===== src/design/angle_kalman_filter_macros.svh =====
`ifndef ANGLE_KALMAN_FILTER_MACROS_SVH
`define ANGLE_KALMAN_FILTER_MACROS_SVH

// same-cycle implication, checked on clk_i and disabled during reset
`define AKF_ASSERT(name, prop, msg) \
  name: assert property (@(posedge clk_i) disable iff (!rst_ni) prop) else $error(msg);

// next-cycle implication, checked on clk_i and disabled during reset
`define AKF_ASSERT_NEXT(name, ante, cons, msg) \
  name: assert property (@(posedge clk_i) disable iff (!rst_ni) (ante) |=> (cons)) \
    else $error(msg);

`endif


===== src/design/akf_pkg.sv =====
package akf_pkg;

  localparam logic [31:0]        OneQ16   = 32'd65536;
  localparam logic [31:0]        FullTurn = 32'd23592960;
  localparam logic signed [33:0] HalfTurn = 34'sd11796480;
  localparam logic signed [24:0] HalfTurnS = 25'sd11796480;

  localparam int WrapSteps = 7;
  localparam int WrapCntW  = $clog2(WrapSteps);
  localparam int DivSteps  = 17;
  localparam int DivCntW   = $clog2(DivSteps);

  typedef enum logic [1:0] {
    OP_PREDICT = 2'd0,
    OP_UPDATE  = 2'd1,
    OP_REINIT  = 2'd2
  } akf_op_e;

  typedef enum logic [0:0] {
    REG_PROCESS_NOISE     = 1'b0,
    REG_MEASUREMENT_NOISE = 1'b1
  } akf_reg_e;

  typedef enum logic [3:0] {
    ST_IDLE,
    ST_PR_MUL_RATE,
    ST_PR_MUL_Q,
    ST_PR_COV,
    ST_UP_START,
    ST_UP_WAIT,
    ST_UP_MUL_ERR,
    ST_UP_MUL_GAIN,
    ST_UP_COV,
    ST_UP_WRAP_WAIT,
    ST_UP_OUT
  } akf_state_e;

  typedef enum logic [1:0] {
    MUL_RATE_DT,
    MUL_Q_DT,
    MUL_K_ERR,
    MUL_GAIN_P
  } akf_mul_sel_e;

  typedef enum logic [1:0] {
    WRAP_PASS,
    WRAP_POS,
    WRAP_NEG
  } akf_wrap_mode_e;

  typedef struct packed {
    logic         capture;
    logic         reinit;
    akf_mul_sel_e mul_sel;
    logic         mul_en;
    logic         pred_angle;
    logic         pred_cov;
    logic         start_est;
    logic         hold_err;
    logic         start_angle;
    logic         upd_cov;
    logic         upd_angle;
    logic         load_out;
  } akf_cmd_t;

  typedef struct packed {
    logic div_done;
    logic wrap_done;
  } akf_status_t;

endpackage


===== src/design/angle_kalman_filter.sv =====
// Scalar Kalman filter for an angle in degrees, state and noise terms in Q16.16.
// One request is worked at a time; in_stall_o is high from acceptance until the
// request is finished. Predict runs rate, noise and covariance states in turn;
// reinitialise and unused codes end on acceptance. Update is paced mostly by the
// 17-step restoring gain divider; the error wrap (7 steps) runs beside it, then
// two passes through the shared 18x33 multiplier and a second 7-step wrap of the
// corrected angle. The result sits in an output register, so it may wait for the
// sink while the next request is accepted; an update finding it full holds until
// taken. Write noise registers via cfg_we_i at idle time; not enforced by the block.
module angle_kalman_filter (
  input  logic               clk_i,
  input  logic               rst_ni,
  input  logic               cfg_we_i,
  input  logic [0:0]         cfg_index_i,
  input  logic [23:0]        cfg_wdata_i,
  input  logic               in_valid_i,
  output logic               in_stall_o,
  input  logic [1:0]         operation_i,
  input  logic signed [27:0] gyro_rate_i,
  input  logic [16:0]        time_step_i,
  input  logic signed [24:0] measured_angle_i,
  output logic               out_valid_o,
  input  logic               out_stall_i,
  output logic signed [24:0] angle_out_o,
  output logic [31:0]        covariance_out_o
);

  akf_pkg::akf_cmd_t    cmd;
  akf_pkg::akf_status_t status;

  akf_ctrl u_ctrl (
    .clk_i       (clk_i),
    .rst_ni      (rst_ni),
    .in_valid_i  (in_valid_i),
    .in_stall_o  (in_stall_o),
    .operation_i (operation_i),
    .out_valid_o (out_valid_o),
    .out_stall_i (out_stall_i),
    .status_i    (status),
    .cmd_o       (cmd)
  );

  akf_datapath u_datapath (
    .clk_i            (clk_i),
    .rst_ni           (rst_ni),
    .cfg_we_i         (cfg_we_i),
    .cfg_index_i      (cfg_index_i),
    .cfg_wdata_i      (cfg_wdata_i),
    .gyro_rate_i      (gyro_rate_i),
    .time_step_i      (time_step_i),
    .measured_angle_i (measured_angle_i),
    .cmd_i            (cmd),
    .status_o         (status),
    .angle_out_o      (angle_out_o),
    .covariance_out_o (covariance_out_o)
  );

endmodule


===== src/design/akf_div.sv =====
module akf_div (
  input  logic        clk_i,
  input  logic        rst_ni,
  input  logic        start_i,
  input  logic [31:0] cov_i,
  input  logic [23:0] noise_i,
  output logic        done_o,
  output logic [16:0] gain_o
);

  logic                         busy_q, busy_d;
  logic                         done_q, done_d;
  logic [akf_pkg::DivCntW-1:0]  cnt_q, cnt_d;
  logic [32:0]                  den_q, den_d;
  logic [32:0]                  rem_q, rem_d;
  logic [16:0]                  num_q, num_d;
  logic [16:0]                  quo_q, quo_d;
  logic [33:0]                  trial;
  logic [32:0]                  den_start;
  logic                         ge;

  assign den_start = {1'b0, cov_i} + {9'b0, noise_i};
  assign trial     = {rem_q, num_q[16]};
  assign ge        = trial >= {1'b0, den_q};

  always_comb begin
    busy_d = busy_q;
    done_d = done_q;
    cnt_d  = cnt_q;
    den_d  = den_q;
    rem_d  = rem_q;
    num_d  = num_q;
    quo_d  = quo_q;
    if (start_i) begin
      den_d = den_start;
      rem_d = {2'b0, cov_i[31:1]};
      num_d = {cov_i[0], 16'b0};
      quo_d = '0;
      cnt_d = akf_pkg::DivCntW'(akf_pkg::DivSteps - 1);
      if (den_start == '0) begin
        busy_d = 1'b0;
        done_d = 1'b1;
      end else begin
        busy_d = 1'b1;
        done_d = 1'b0;
      end
    end else if (busy_q) begin
      rem_d = ge ? 33'(trial - {1'b0, den_q}) : trial[32:0];
      num_d = {num_q[15:0], 1'b0};
      quo_d = {quo_q[15:0], ge};
      cnt_d = cnt_q - 1'b1;
      if (cnt_q == '0) begin
        busy_d = 1'b0;
        done_d = 1'b1;
      end
    end
  end

  always_ff @(posedge clk_i or negedge rst_ni) begin
    if (!rst_ni) begin
      busy_q <= 1'b0;
      done_q <= 1'b0;
      cnt_q  <= '0;
    end else begin
      busy_q <= busy_d;
      done_q <= done_d;
      cnt_q  <= cnt_d;
    end
  end

  always_ff @(posedge clk_i) begin
    den_q <= den_d;
    rem_q <= rem_d;
    num_q <= num_d;
    quo_q <= quo_d;
  end

  assign done_o = done_q;
  assign gain_o = quo_q;

endmodule


===== src/design/akf_wrap.sv =====
`include "angle_kalman_filter_macros.svh"

module akf_wrap (
  input  logic               clk_i,
  input  logic               rst_ni,
  input  logic               start_i,
  input  logic signed [33:0] value_i,
  output logic               done_o,
  output logic signed [24:0] result_o
);

  logic                           busy_q, busy_d;
  logic                           done_q, done_d;
  logic [akf_pkg::WrapCntW-1:0]   cnt_q, cnt_d;
  akf_pkg::akf_wrap_mode_e        mode_q, mode_d;
  logic [31:0]                    rem_q, rem_d;
  logic signed [24:0]             pass_q, pass_d;
  logic [32:0]                    step;
  logic signed [33:0]             pos_x, neg_x, pos_res, neg_res;

  assign step  = {1'b0, akf_pkg::FullTurn} << cnt_q;
  assign pos_x = value_i - akf_pkg::HalfTurn - 34'sd1;
  assign neg_x = -akf_pkg::HalfTurn - value_i - 34'sd1;

  always_comb begin
    busy_d = busy_q;
    done_d = done_q;
    cnt_d  = cnt_q;
    mode_d = mode_q;
    rem_d  = rem_q;
    pass_d = pass_q;
    if (start_i) begin
      cnt_d  = akf_pkg::WrapCntW'(akf_pkg::WrapSteps - 1);
      pass_d = value_i[24:0];
      if (value_i > akf_pkg::HalfTurn) begin
        mode_d = akf_pkg::WRAP_POS;
        rem_d  = pos_x[31:0];
        busy_d = 1'b1;
        done_d = 1'b0;
      end else if (value_i < -akf_pkg::HalfTurn) begin
        mode_d = akf_pkg::WRAP_NEG;
        rem_d  = neg_x[31:0];
        busy_d = 1'b1;
        done_d = 1'b0;
      end else begin
        mode_d = akf_pkg::WRAP_PASS;
        busy_d = 1'b0;
        done_d = 1'b1;
      end
    end else if (busy_q) begin
      if ({1'b0, rem_q} >= step) begin
        rem_d = 32'({1'b0, rem_q} - step);
      end
      cnt_d = cnt_q - 1'b1;
      if (cnt_q == '0) begin
        busy_d = 1'b0;
        done_d = 1'b1;
      end
    end
  end

  always_ff @(posedge clk_i or negedge rst_ni) begin
    if (!rst_ni) begin
      busy_q <= 1'b0;
      done_q <= 1'b0;
      cnt_q  <= '0;
      mode_q <= akf_pkg::WRAP_PASS;
    end else begin
      busy_q <= busy_d;
      done_q <= done_d;
      cnt_q  <= cnt_d;
      mode_q <= mode_d;
    end
  end

  always_ff @(posedge clk_i) begin
    rem_q  <= rem_d;
    pass_q <= pass_d;
  end

  assign pos_res = $signed({2'b0, rem_q}) + 34'sd1 - akf_pkg::HalfTurn;
  assign neg_res = akf_pkg::HalfTurn - $signed({2'b0, rem_q}) - 34'sd1;

  always_comb begin
    case (mode_q)
      akf_pkg::WRAP_POS:  result_o = pos_res[24:0];
      akf_pkg::WRAP_NEG:  result_o = neg_res[24:0];
      akf_pkg::WRAP_PASS: result_o = pass_q;
      default:            result_o = pass_q;
    endcase
  end

  assign done_o = done_q;

  `AKF_ASSERT(a_wrap_in_range, done_q |-> (result_o <= akf_pkg::HalfTurnS && result_o >= -akf_pkg::HalfTurnS), "wrapped angle out of range")

endmodule


===== src/design/akf_datapath.sv =====
`include "angle_kalman_filter_macros.svh"

module akf_datapath (
  input  logic                 clk_i,
  input  logic                 rst_ni,
  input  logic                 cfg_we_i,
  input  logic [0:0]           cfg_index_i,
  input  logic [23:0]          cfg_wdata_i,
  input  logic signed [27:0]   gyro_rate_i,
  input  logic [16:0]          time_step_i,
  input  logic signed [24:0]   measured_angle_i,
  input  akf_pkg::akf_cmd_t    cmd_i,
  output akf_pkg::akf_status_t status_o,
  output logic signed [24:0]   angle_out_o,
  output logic [31:0]          covariance_out_o
);

  logic [23:0]        q_noise_q, r_noise_q;
  logic signed [27:0] rate_q;
  logic [16:0]        dt_q;
  logic signed [24:0] meas_q;
  logic signed [31:0] angle_q;
  logic [31:0]        cov_q;
  logic signed [50:0] prod_q, prod_d;
  logic signed [24:0] err_q;
  logic signed [24:0] angle_out_q;
  logic [31:0]        cov_out_q;

  logic signed [17:0] mul_a;
  logic signed [32:0] mul_b;
  logic signed [50:0] rnd_sum;
  logic signed [34:0] rnd;
  logic signed [33:0] angle_ext, pred_sum, err_in, upd_in, wrap_in;
  logic [32:0]        cov_sum;
  logic signed [31:0] pred_angle;
  logic [31:0]        pred_cov;
  logic [16:0]        gain;
  logic               div_done, wrap_done;
  logic signed [24:0] wrap_res;

  always_ff @(posedge clk_i or negedge rst_ni) begin
    if (!rst_ni) begin
      q_noise_q <= 24'd66;
      r_noise_q <= 24'd3277;
    end else if (cfg_we_i) begin
      case (akf_pkg::akf_reg_e'(cfg_index_i))
        akf_pkg::REG_PROCESS_NOISE:     q_noise_q <= cfg_wdata_i;
        akf_pkg::REG_MEASUREMENT_NOISE: r_noise_q <= cfg_wdata_i;
        default: ;
      endcase
    end
  end

  always_comb begin
    case (cmd_i.mul_sel)
      akf_pkg::MUL_RATE_DT: begin
        mul_a = $signed({1'b0, dt_q});
        mul_b = {{5{rate_q[27]}}, rate_q};
      end
      akf_pkg::MUL_Q_DT: begin
        mul_a = $signed({1'b0, dt_q});
        mul_b = $signed({9'b0, q_noise_q});
      end
      akf_pkg::MUL_K_ERR: begin
        mul_a = $signed({1'b0, gain});
        mul_b = {{8{err_q[24]}}, err_q};
      end
      akf_pkg::MUL_GAIN_P: begin
        mul_a = $signed({1'b0, 17'(akf_pkg::OneQ16) - gain});
        mul_b = $signed({1'b0, cov_q});
      end
      default: begin
        mul_a = '0;
        mul_b = '0;
      end
    endcase
  end

  assign prod_d  = mul_a * mul_b;
  assign rnd_sum = prod_q + 51'sd32768;
  assign rnd     = rnd_sum[50:16];

  assign angle_ext = {{2{angle_q[31]}}, angle_q};
  assign pred_sum  = angle_ext + rnd[33:0];
  assign cov_sum   = {1'b0, cov_q} + rnd[32:0];
  assign err_in    = {{9{meas_q[24]}}, meas_q} - angle_ext;
  assign upd_in    = angle_ext + rnd[33:0];
  assign wrap_in   = cmd_i.start_est ? err_in : upd_in;

  always_comb begin
    if (!pred_sum[33] && (pred_sum[32:31] != 2'b00)) begin
      pred_angle = {1'b0, {31{1'b1}}};
    end else if (pred_sum[33] && (pred_sum[32:31] != 2'b11)) begin
      pred_angle = {1'b1, 31'b0};
    end else begin
      pred_angle = pred_sum[31:0];
    end
  end

  assign pred_cov = cov_sum[32] ? '1 : cov_sum[31:0];

  always_ff @(posedge clk_i or negedge rst_ni) begin
    if (!rst_ni) begin
      angle_q <= '0;
      cov_q   <= akf_pkg::OneQ16;
    end else if (cmd_i.reinit) begin
      angle_q <= '0;
      cov_q   <= akf_pkg::OneQ16;
    end else begin
      if (cmd_i.pred_angle) begin
        angle_q <= pred_angle;
      end else if (cmd_i.upd_angle) begin
        angle_q <= 32'(wrap_res);
      end
      if (cmd_i.pred_cov) begin
        cov_q <= pred_cov;
      end else if (cmd_i.upd_cov) begin
        cov_q <= rnd[31:0];
      end
    end
  end

  always_ff @(posedge clk_i) begin
    if (cmd_i.capture) begin
      rate_q <= gyro_rate_i;
      dt_q   <= time_step_i;
      meas_q <= measured_angle_i;
    end
    if (cmd_i.mul_en) begin
      prod_q <= prod_d;
    end
    if (cmd_i.hold_err) begin
      err_q <= wrap_res;
    end
    if (cmd_i.load_out) begin
      angle_out_q <= angle_q[24:0];
      cov_out_q   <= cov_q;
    end
  end

  akf_div u_div (
    .clk_i   (clk_i),
    .rst_ni  (rst_ni),
    .start_i (cmd_i.start_est),
    .cov_i   (cov_q),
    .noise_i (r_noise_q),
    .done_o  (div_done),
    .gain_o  (gain)
  );

  akf_wrap u_wrap (
    .clk_i    (clk_i),
    .rst_ni   (rst_ni),
    .start_i  (cmd_i.start_est | cmd_i.start_angle),
    .value_i  (wrap_in),
    .done_o   (wrap_done),
    .result_o (wrap_res)
  );

  assign status_o.div_done  = div_done;
  assign status_o.wrap_done = wrap_done;
  assign angle_out_o        = angle_out_q;
  assign covariance_out_o   = cov_out_q;

  `AKF_ASSERT_NEXT(a_cov_no_growth, cmd_i.upd_cov && !cmd_i.reinit, cov_q <= $past(cov_q), "covariance grew on update")
  `AKF_ASSERT(a_gain_bound, div_done |-> gain <= 17'(akf_pkg::OneQ16), "gain above one")

endmodule


===== src/design/akf_ctrl.sv =====
`include "angle_kalman_filter_macros.svh"

module akf_ctrl (
  input  logic                 clk_i,
  input  logic                 rst_ni,
  input  logic                 in_valid_i,
  output logic                 in_stall_o,
  input  logic [1:0]           operation_i,
  output logic                 out_valid_o,
  input  logic                 out_stall_i,
  input  akf_pkg::akf_status_t status_i,
  output akf_pkg::akf_cmd_t    cmd_o
);

  akf_pkg::akf_state_e state_q, state_d;
  logic                out_valid_q, out_valid_d;
  logic                accept;
  logic                out_free;

  assign accept   = in_valid_i && (state_q == akf_pkg::ST_IDLE);
  assign out_free = !out_valid_q || !out_stall_i;

  always_comb begin
    state_d = state_q;
    case (state_q)
      akf_pkg::ST_IDLE: begin
        if (accept) begin
          case (akf_pkg::akf_op_e'(operation_i))
            akf_pkg::OP_PREDICT: state_d = akf_pkg::ST_PR_MUL_RATE;
            akf_pkg::OP_UPDATE:  state_d = akf_pkg::ST_UP_START;
            default:             state_d = akf_pkg::ST_IDLE;
          endcase
        end
      end
      akf_pkg::ST_PR_MUL_RATE: state_d = akf_pkg::ST_PR_MUL_Q;
      akf_pkg::ST_PR_MUL_Q:    state_d = akf_pkg::ST_PR_COV;
      akf_pkg::ST_PR_COV:      state_d = akf_pkg::ST_IDLE;
      akf_pkg::ST_UP_START:    state_d = akf_pkg::ST_UP_WAIT;
      akf_pkg::ST_UP_WAIT: begin
        if (status_i.div_done && status_i.wrap_done) begin
          state_d = akf_pkg::ST_UP_MUL_ERR;
        end
      end
      akf_pkg::ST_UP_MUL_ERR:  state_d = akf_pkg::ST_UP_MUL_GAIN;
      akf_pkg::ST_UP_MUL_GAIN: state_d = akf_pkg::ST_UP_COV;
      akf_pkg::ST_UP_COV:      state_d = akf_pkg::ST_UP_WRAP_WAIT;
      akf_pkg::ST_UP_WRAP_WAIT: begin
        if (status_i.wrap_done) begin
          state_d = akf_pkg::ST_UP_OUT;
        end
      end
      akf_pkg::ST_UP_OUT: begin
        if (out_free) begin
          state_d = akf_pkg::ST_IDLE;
        end
      end
      default: state_d = akf_pkg::ST_IDLE;
    endcase
  end

  always_comb begin
    cmd_o         = '0;
    cmd_o.mul_sel = akf_pkg::MUL_RATE_DT;
    case (state_q)
      akf_pkg::ST_IDLE: begin
        cmd_o.capture = accept;
        cmd_o.reinit  = accept && (operation_i == akf_pkg::OP_REINIT);
      end
      akf_pkg::ST_PR_MUL_RATE: begin
        cmd_o.mul_en  = 1'b1;
        cmd_o.mul_sel = akf_pkg::MUL_RATE_DT;
      end
      akf_pkg::ST_PR_MUL_Q: begin
        cmd_o.mul_en     = 1'b1;
        cmd_o.mul_sel    = akf_pkg::MUL_Q_DT;
        cmd_o.pred_angle = 1'b1;
      end
      akf_pkg::ST_PR_COV:   cmd_o.pred_cov  = 1'b1;
      akf_pkg::ST_UP_START: cmd_o.start_est = 1'b1;
      akf_pkg::ST_UP_WAIT:  cmd_o.hold_err  = status_i.div_done && status_i.wrap_done;
      akf_pkg::ST_UP_MUL_ERR: begin
        cmd_o.mul_en  = 1'b1;
        cmd_o.mul_sel = akf_pkg::MUL_K_ERR;
      end
      akf_pkg::ST_UP_MUL_GAIN: begin
        cmd_o.mul_en      = 1'b1;
        cmd_o.mul_sel     = akf_pkg::MUL_GAIN_P;
        cmd_o.start_angle = 1'b1;
      end
      akf_pkg::ST_UP_COV:       cmd_o.upd_cov   = 1'b1;
      akf_pkg::ST_UP_WRAP_WAIT: cmd_o.upd_angle = status_i.wrap_done;
      akf_pkg::ST_UP_OUT:       cmd_o.load_out  = out_free;
      default: ;
    endcase
  end

  always_comb begin
    if (cmd_o.load_out) begin
      out_valid_d = 1'b1;
    end else if (!out_stall_i) begin
      out_valid_d = 1'b0;
    end else begin
      out_valid_d = out_valid_q;
    end
  end

  always_ff @(posedge clk_i or negedge rst_ni) begin
    if (!rst_ni) begin
      state_q     <= akf_pkg::ST_IDLE;
      out_valid_q <= 1'b0;
    end else begin
      state_q     <= state_d;
      out_valid_q <= out_valid_d;
    end
  end

  assign in_stall_o  = state_q != akf_pkg::ST_IDLE;
  assign out_valid_o = out_valid_q;

  `AKF_ASSERT(a_result_from_update, $rose(out_valid_q) |-> $past(state_q) == akf_pkg::ST_UP_OUT, "result raised outside update")

endmodule

===== config.mk =====
export PLATFORM = sky130hd
export DESIGN_NAME = angle_kalman_filter
export DESIGN_NICKNAME = d
export VERILOG_FILES = /design/src/design/akf_pkg.sv /design/src/design/angle_kalman_filter.sv /design/src/design/akf_div.sv /design/src/design/akf_wrap.sv /design/src/design/akf_datapath.sv /design/src/design/akf_ctrl.sv
export VERILOG_INCLUDE_DIRS = /design/src /design/src/design
export SDC_FILE = /design/constraint.sdc
export NUM_CORES = 2
export LEC_CHECK = 0
export ABC_AREA = 0
export BUFFER_PORTS_ARGS = -buffer_cell sky130_fd_sc_hd__buf_2
export CORE_AREA = 2 2 420 297
export DETAILED_ROUTE_END_ITERATION = 10
export DIE_AREA = 0 0 422 299
export SYNTH_ARGS = -nofsm -noshare
export SYNTH_HDL_FRONTEND = slang
export SYNTH_SLANG_ARGS = --single-unit

===== constraint.sdc =====
create_clock -name clk_i -period 17.9 [get_ports clk_i]
set_input_delay 3.58 -clock clk_i [delete_from_list [all_inputs] [get_ports clk_i]]
set_output_delay 3.58 -clock clk_i [all_outputs]
set_load 0.01 [all_outputs]

==> flow_summary_export.csv <==
group,metric,value,unit
global_route,grt_start_max_net_pins,84,
final_layout,fin_util,43.26,%
sta,fin_crit,10.31,ns
logic_synthesis,synth_nets,6303,
logic_synthesis,synth_largest_area_cell,"fa_1",
floorplan,num_rows,108,
setup_path,criticalPathCategory,"flop to flop",
clocking,cts_max_path_buffers,3,
floorplan,die_w,422,um
setup_path,crit_path_end_kind,"flop",
placed_design,placed_area,51190,um^2
clocking,cts_sinks,459,
sta,hold_viol_final,0,
setup_path,worstPathMaxFanout,41,
global_route,antenna_found_initial,12,
clocking,clock-root-buffer,"clkbuf_16",
drt,drt_first_pass_iters,7,
logic_synthesis,netlist_area,48470,um^2
clocking,insertion_delay,0.68,ns
floorplan,die_y,299,um
sta,setup_tns,0,ns
setup_path,arrival,10.70,ns
setup_path,cp_slowest_stage_delay,0.91,ns
drt,drc_errors,0,
placed_design,place.gp.congestion,0.9586,
clocking,cts_hold_buf,0,
logic_synthesis,synth_edf_count,309,
floorplan,ios,161,
sta,skew,0.03987,ns
outcome,outcome,"complete, no violations",
logic_synthesis,synth.area.top_cells,"fa_1, edfxtp_1, ha_1, dfrtp_1, inv_1",
sta,max_freq,97.01,MHz
clocking,cts_resized,0,
setup_path,cp.required,18.30,ns
sta,maxSlewViolCount,0,
clocking,cts_buffers,54,
placed_design,port_buffers,160,
floorplan,core,122700,um^2
clocking,cts-htree-levels,2,
sta,rsz0062_at_grt,"no",
logic_synthesis,synth_top_area_share,22.05,%
sta,worst_pin_slew,1.422,ns
floorplan,start_util,39.51,%
setup_path,critPathSlowestCell,"o21a_1",
logic_synthesis,synthFlopType,"edfxtp_1",
final_layout,nets,6371,
drt,drt_iter0_markers,4725,
drt,final_antenna_net_count,0,
clocking,path_clk_slew,0.06,ns
min_path,holdPathStages,1,
drt,wire_per_inst,22.39,um
logic_synthesis,synth_cell_types,87,
final_layout,area_growth,9.507,%
run,maxCapViolCount,0,
floorplan,fp.dieArea,126200,um^2
setup_path,start_kind,"flop",
sta,relSlewSlack,4.976,%
sta,finalSetupViolCount,0,
logic_synthesis,synth-seq-cells,459,
drt,wirelength,159800,um
clocking,cts_tree,"built",
drt,via_per_inst,5.559,
sta,period_share,57.59,%
placed_design,dp_hpwl,126500,um
final_layout,drive_gt1_share,8.615,%
clocking,post_cts_buffers,0,
final_layout,final_area,53080,um^2
global_route,gr-total-overflow,0,
global_route,grt.total_usage,25.26,%
logic_synthesis,syn_area_per_cell,9.035,um^2
drt,vias,39670,
logic_synthesis,synthArstFlopShare,28.54,%
final_layout,fillCellCount,12080,
logic_synthesis,postSynthCellCount,5365,
logic_synthesis,ys_seq_area_share,26.72,%
global_route,grt_pass1_wl,242700,um
setup_path,r2r_cells,34,
min_path,hold_class,"flop to flop",
setup_path,crit_top_cell,"fa_1",
logic_synthesis,yosys_warnings,0,
global_route,grt_pass1_vias,38130,
-- placed cells by master, fill, tap and decap left out, types with 22 or more instances in the layout --
cell	n
nand2_1	676
mux2i_1	32
o21bai_1	23
clkbuf_16	56
or2_2	22
a211oi_1	22
buf_4	77
buf_2	159
and3_1	32
dfrtp_1	121
xor2_1	83
o21ai_0	251
nand4_1	59
and4_1	29
and2_1	26
a21o_1	95
xnor2_1	158
o221ai_1	32
or3_1	23
mux2_2	70
nor2_1	566
edfxtp_1	309
a31oi_1	42
o21a_1	61
o211ai_1	29
a21oi_1	263
inv_1	773
nand2b_1	42
nand3_1	69
fa_1	534
ha_1	302
nor2b_1	37
nor3_1	69
-- cell usage after synthesis, types with 23 or more instances --
| library cell | count |
|---|---|
| mux2i_1 | 33 |
| or3_1 | 23 |
| and4_1 | 29 |
| a21o_1 | 95 |
| nand3_1 | 70 |
| o221ai_1 | 32 |
| nand4_1 | 59 |
| inv_1 | 774 |
| nor2b_1 | 39 |
| o21a_1 | 61 |
| fa_1 | 534 |
| o21bai_1 | 23 |
| xor2_1 | 83 |
| edfxtp_1 | 309 |
| a31oi_1 | 43 |
| nand2_1 | 677 |
| dfrtp_1 | 121 |
| mux2_2 | 70 |
| xnor2_1 | 158 |
| a21oi_1 | 269 |
| o211ai_1 | 29 |
| nand2b_1 | 42 |
| clkbuf_1 | 196 |
| nor3_1 | 71 |
| and3_1 | 33 |
| and2_1 | 26 |
| nor2_1 | 569 |
| o21ai_0 | 255 |
| ha_1 | 302 |
-- cell type report --
type	instances	area [um^2]	area share (%)
timing repair buffer	237	1385	2.609
sequential	459	12950	24.40
multi-input combinational	3907	31880	60.06
tap	1650	2064	3.889
inverter	774	2908	5.478
antenna	6	15.01	0.02829
clock buffer	74	1569	2.956
clock inverter	28	310.3	0.5846
-- worst paths after layout --
check / endpoint / slack (ns) / startpoint
max: u_datapath.prod_q[49]$_DFFE_PP_ / 7.59 / u_ctrl.state_q[3]$_DFFE_PN0P_
min: u_datapath.r_noise_q[23]$_DFFE_PN0P_ / 0.52 / u_datapath.r_noise_q[23]$_DFFE_PN0P_
max reg2reg: u_datapath.prod_q[49]$_DFFE_PP_ / 7.59 / u_ctrl.state_q[3]$_DFFE_PN0P_
min reg2reg: u_datapath.r_noise_q[23]$_DFFE_PN0P_ / 0.52 / u_datapath.r_noise_q[23]$_DFFE_PN0P_
max in group asynchronous: u_datapath.q_noise_q[10]$_DFFE_PN0P_ / 13.53 / rst_ni
min in group asynchronous: u_datapath.angle_q[29]$_DFFE_PN0P_ / 2.96 / rst_ni
-- routing by layer --
metal,vias up,track usage (%),wire [um]
met4,4,7.355,5019
met2,1826,35.62,65480
met5,-,0,18
met1,19610,38.61,72710
met3,227,5.282,16550
li1,18000,-,-
-- flip-flops by register name (all words and copies together), names as in the netlist, 2 cells and up --
signal and cells:
u_datapath.u_div.gain_o 17, u_datapath.r_noise_q 24, u_datapath.u_wrap.cnt_q 3, u_datapath.dt_q 17
u_datapath.u_div.cnt_q 5, u_datapath.err_q 25, u_datapath.rate_q 28, u_datapath.angle_q 32
u_datapath.u_div.rem_q 33, u_datapath.u_wrap.pass_q 25, u_datapath.cov_q 32, u_datapath.prod_q 35
u_ctrl.state_q 4, u_datapath.u_div.den_q 33, u_datapath.u_wrap.mode_q 2, u_datapath.covariance_out_o 32
u_datapath.angle_out_o 25, u_datapath.meas_q 25, u_datapath.q_noise_q 24, u_datapath.u_wrap.rem_q 32
-- worst max-delay path, delay by kind of cell, from the launching register on --
| kind | cells | cell delay, ns |
|---|---|---|
| AOI/OAI and AO/OA | 13 | 3.43 |
| DFF | 1 | 0.75 |
| adders and majority gates | 7 | 3.44 |
| and+or+nand+nor | 6 | 1.34 |
| buffers and inverters | 6 | 0.66 |
| xor gates and xnor gates | 2 | 0.36 |
-- cells by family (layout without fill, tap and decap cells) --
family / count (synthesis) / in the layout / share of synthesized area, %
and+or+nand+nor: 1720 / 1720 / 15.79
DFF: 459 / 459 / 26.72
AOI/OAI and AO/OA: 1007 / 1007 / 13.21
other: 0 / 6 / 0
adders and majority gates: 836 / 836 / 29.85
buffers and inverters: 999 / 1113 / 7.772
xor gates and xnor gates: 241 / 241 / 4.355
muxes: 103 / 103 / 2.308
-- through the flow --
step | instances | hold WS [ns] | setup WS, ns
floorplan | 5365 | 0.4512 | 9.032
global placement | 7027 | 0.4914 | 7.969
detailed placement | 7027 | 0.5006 | 7.829
CTS | 7129 | 0.5162 | 7.784
global route | 7131 | 0.5299 | 7.217
finish | 7135 | 0.5160 | 7.592
Power is not shown: default switching activity piles up to over one toggle a cycle in this logic, so the estimate is an artifact.
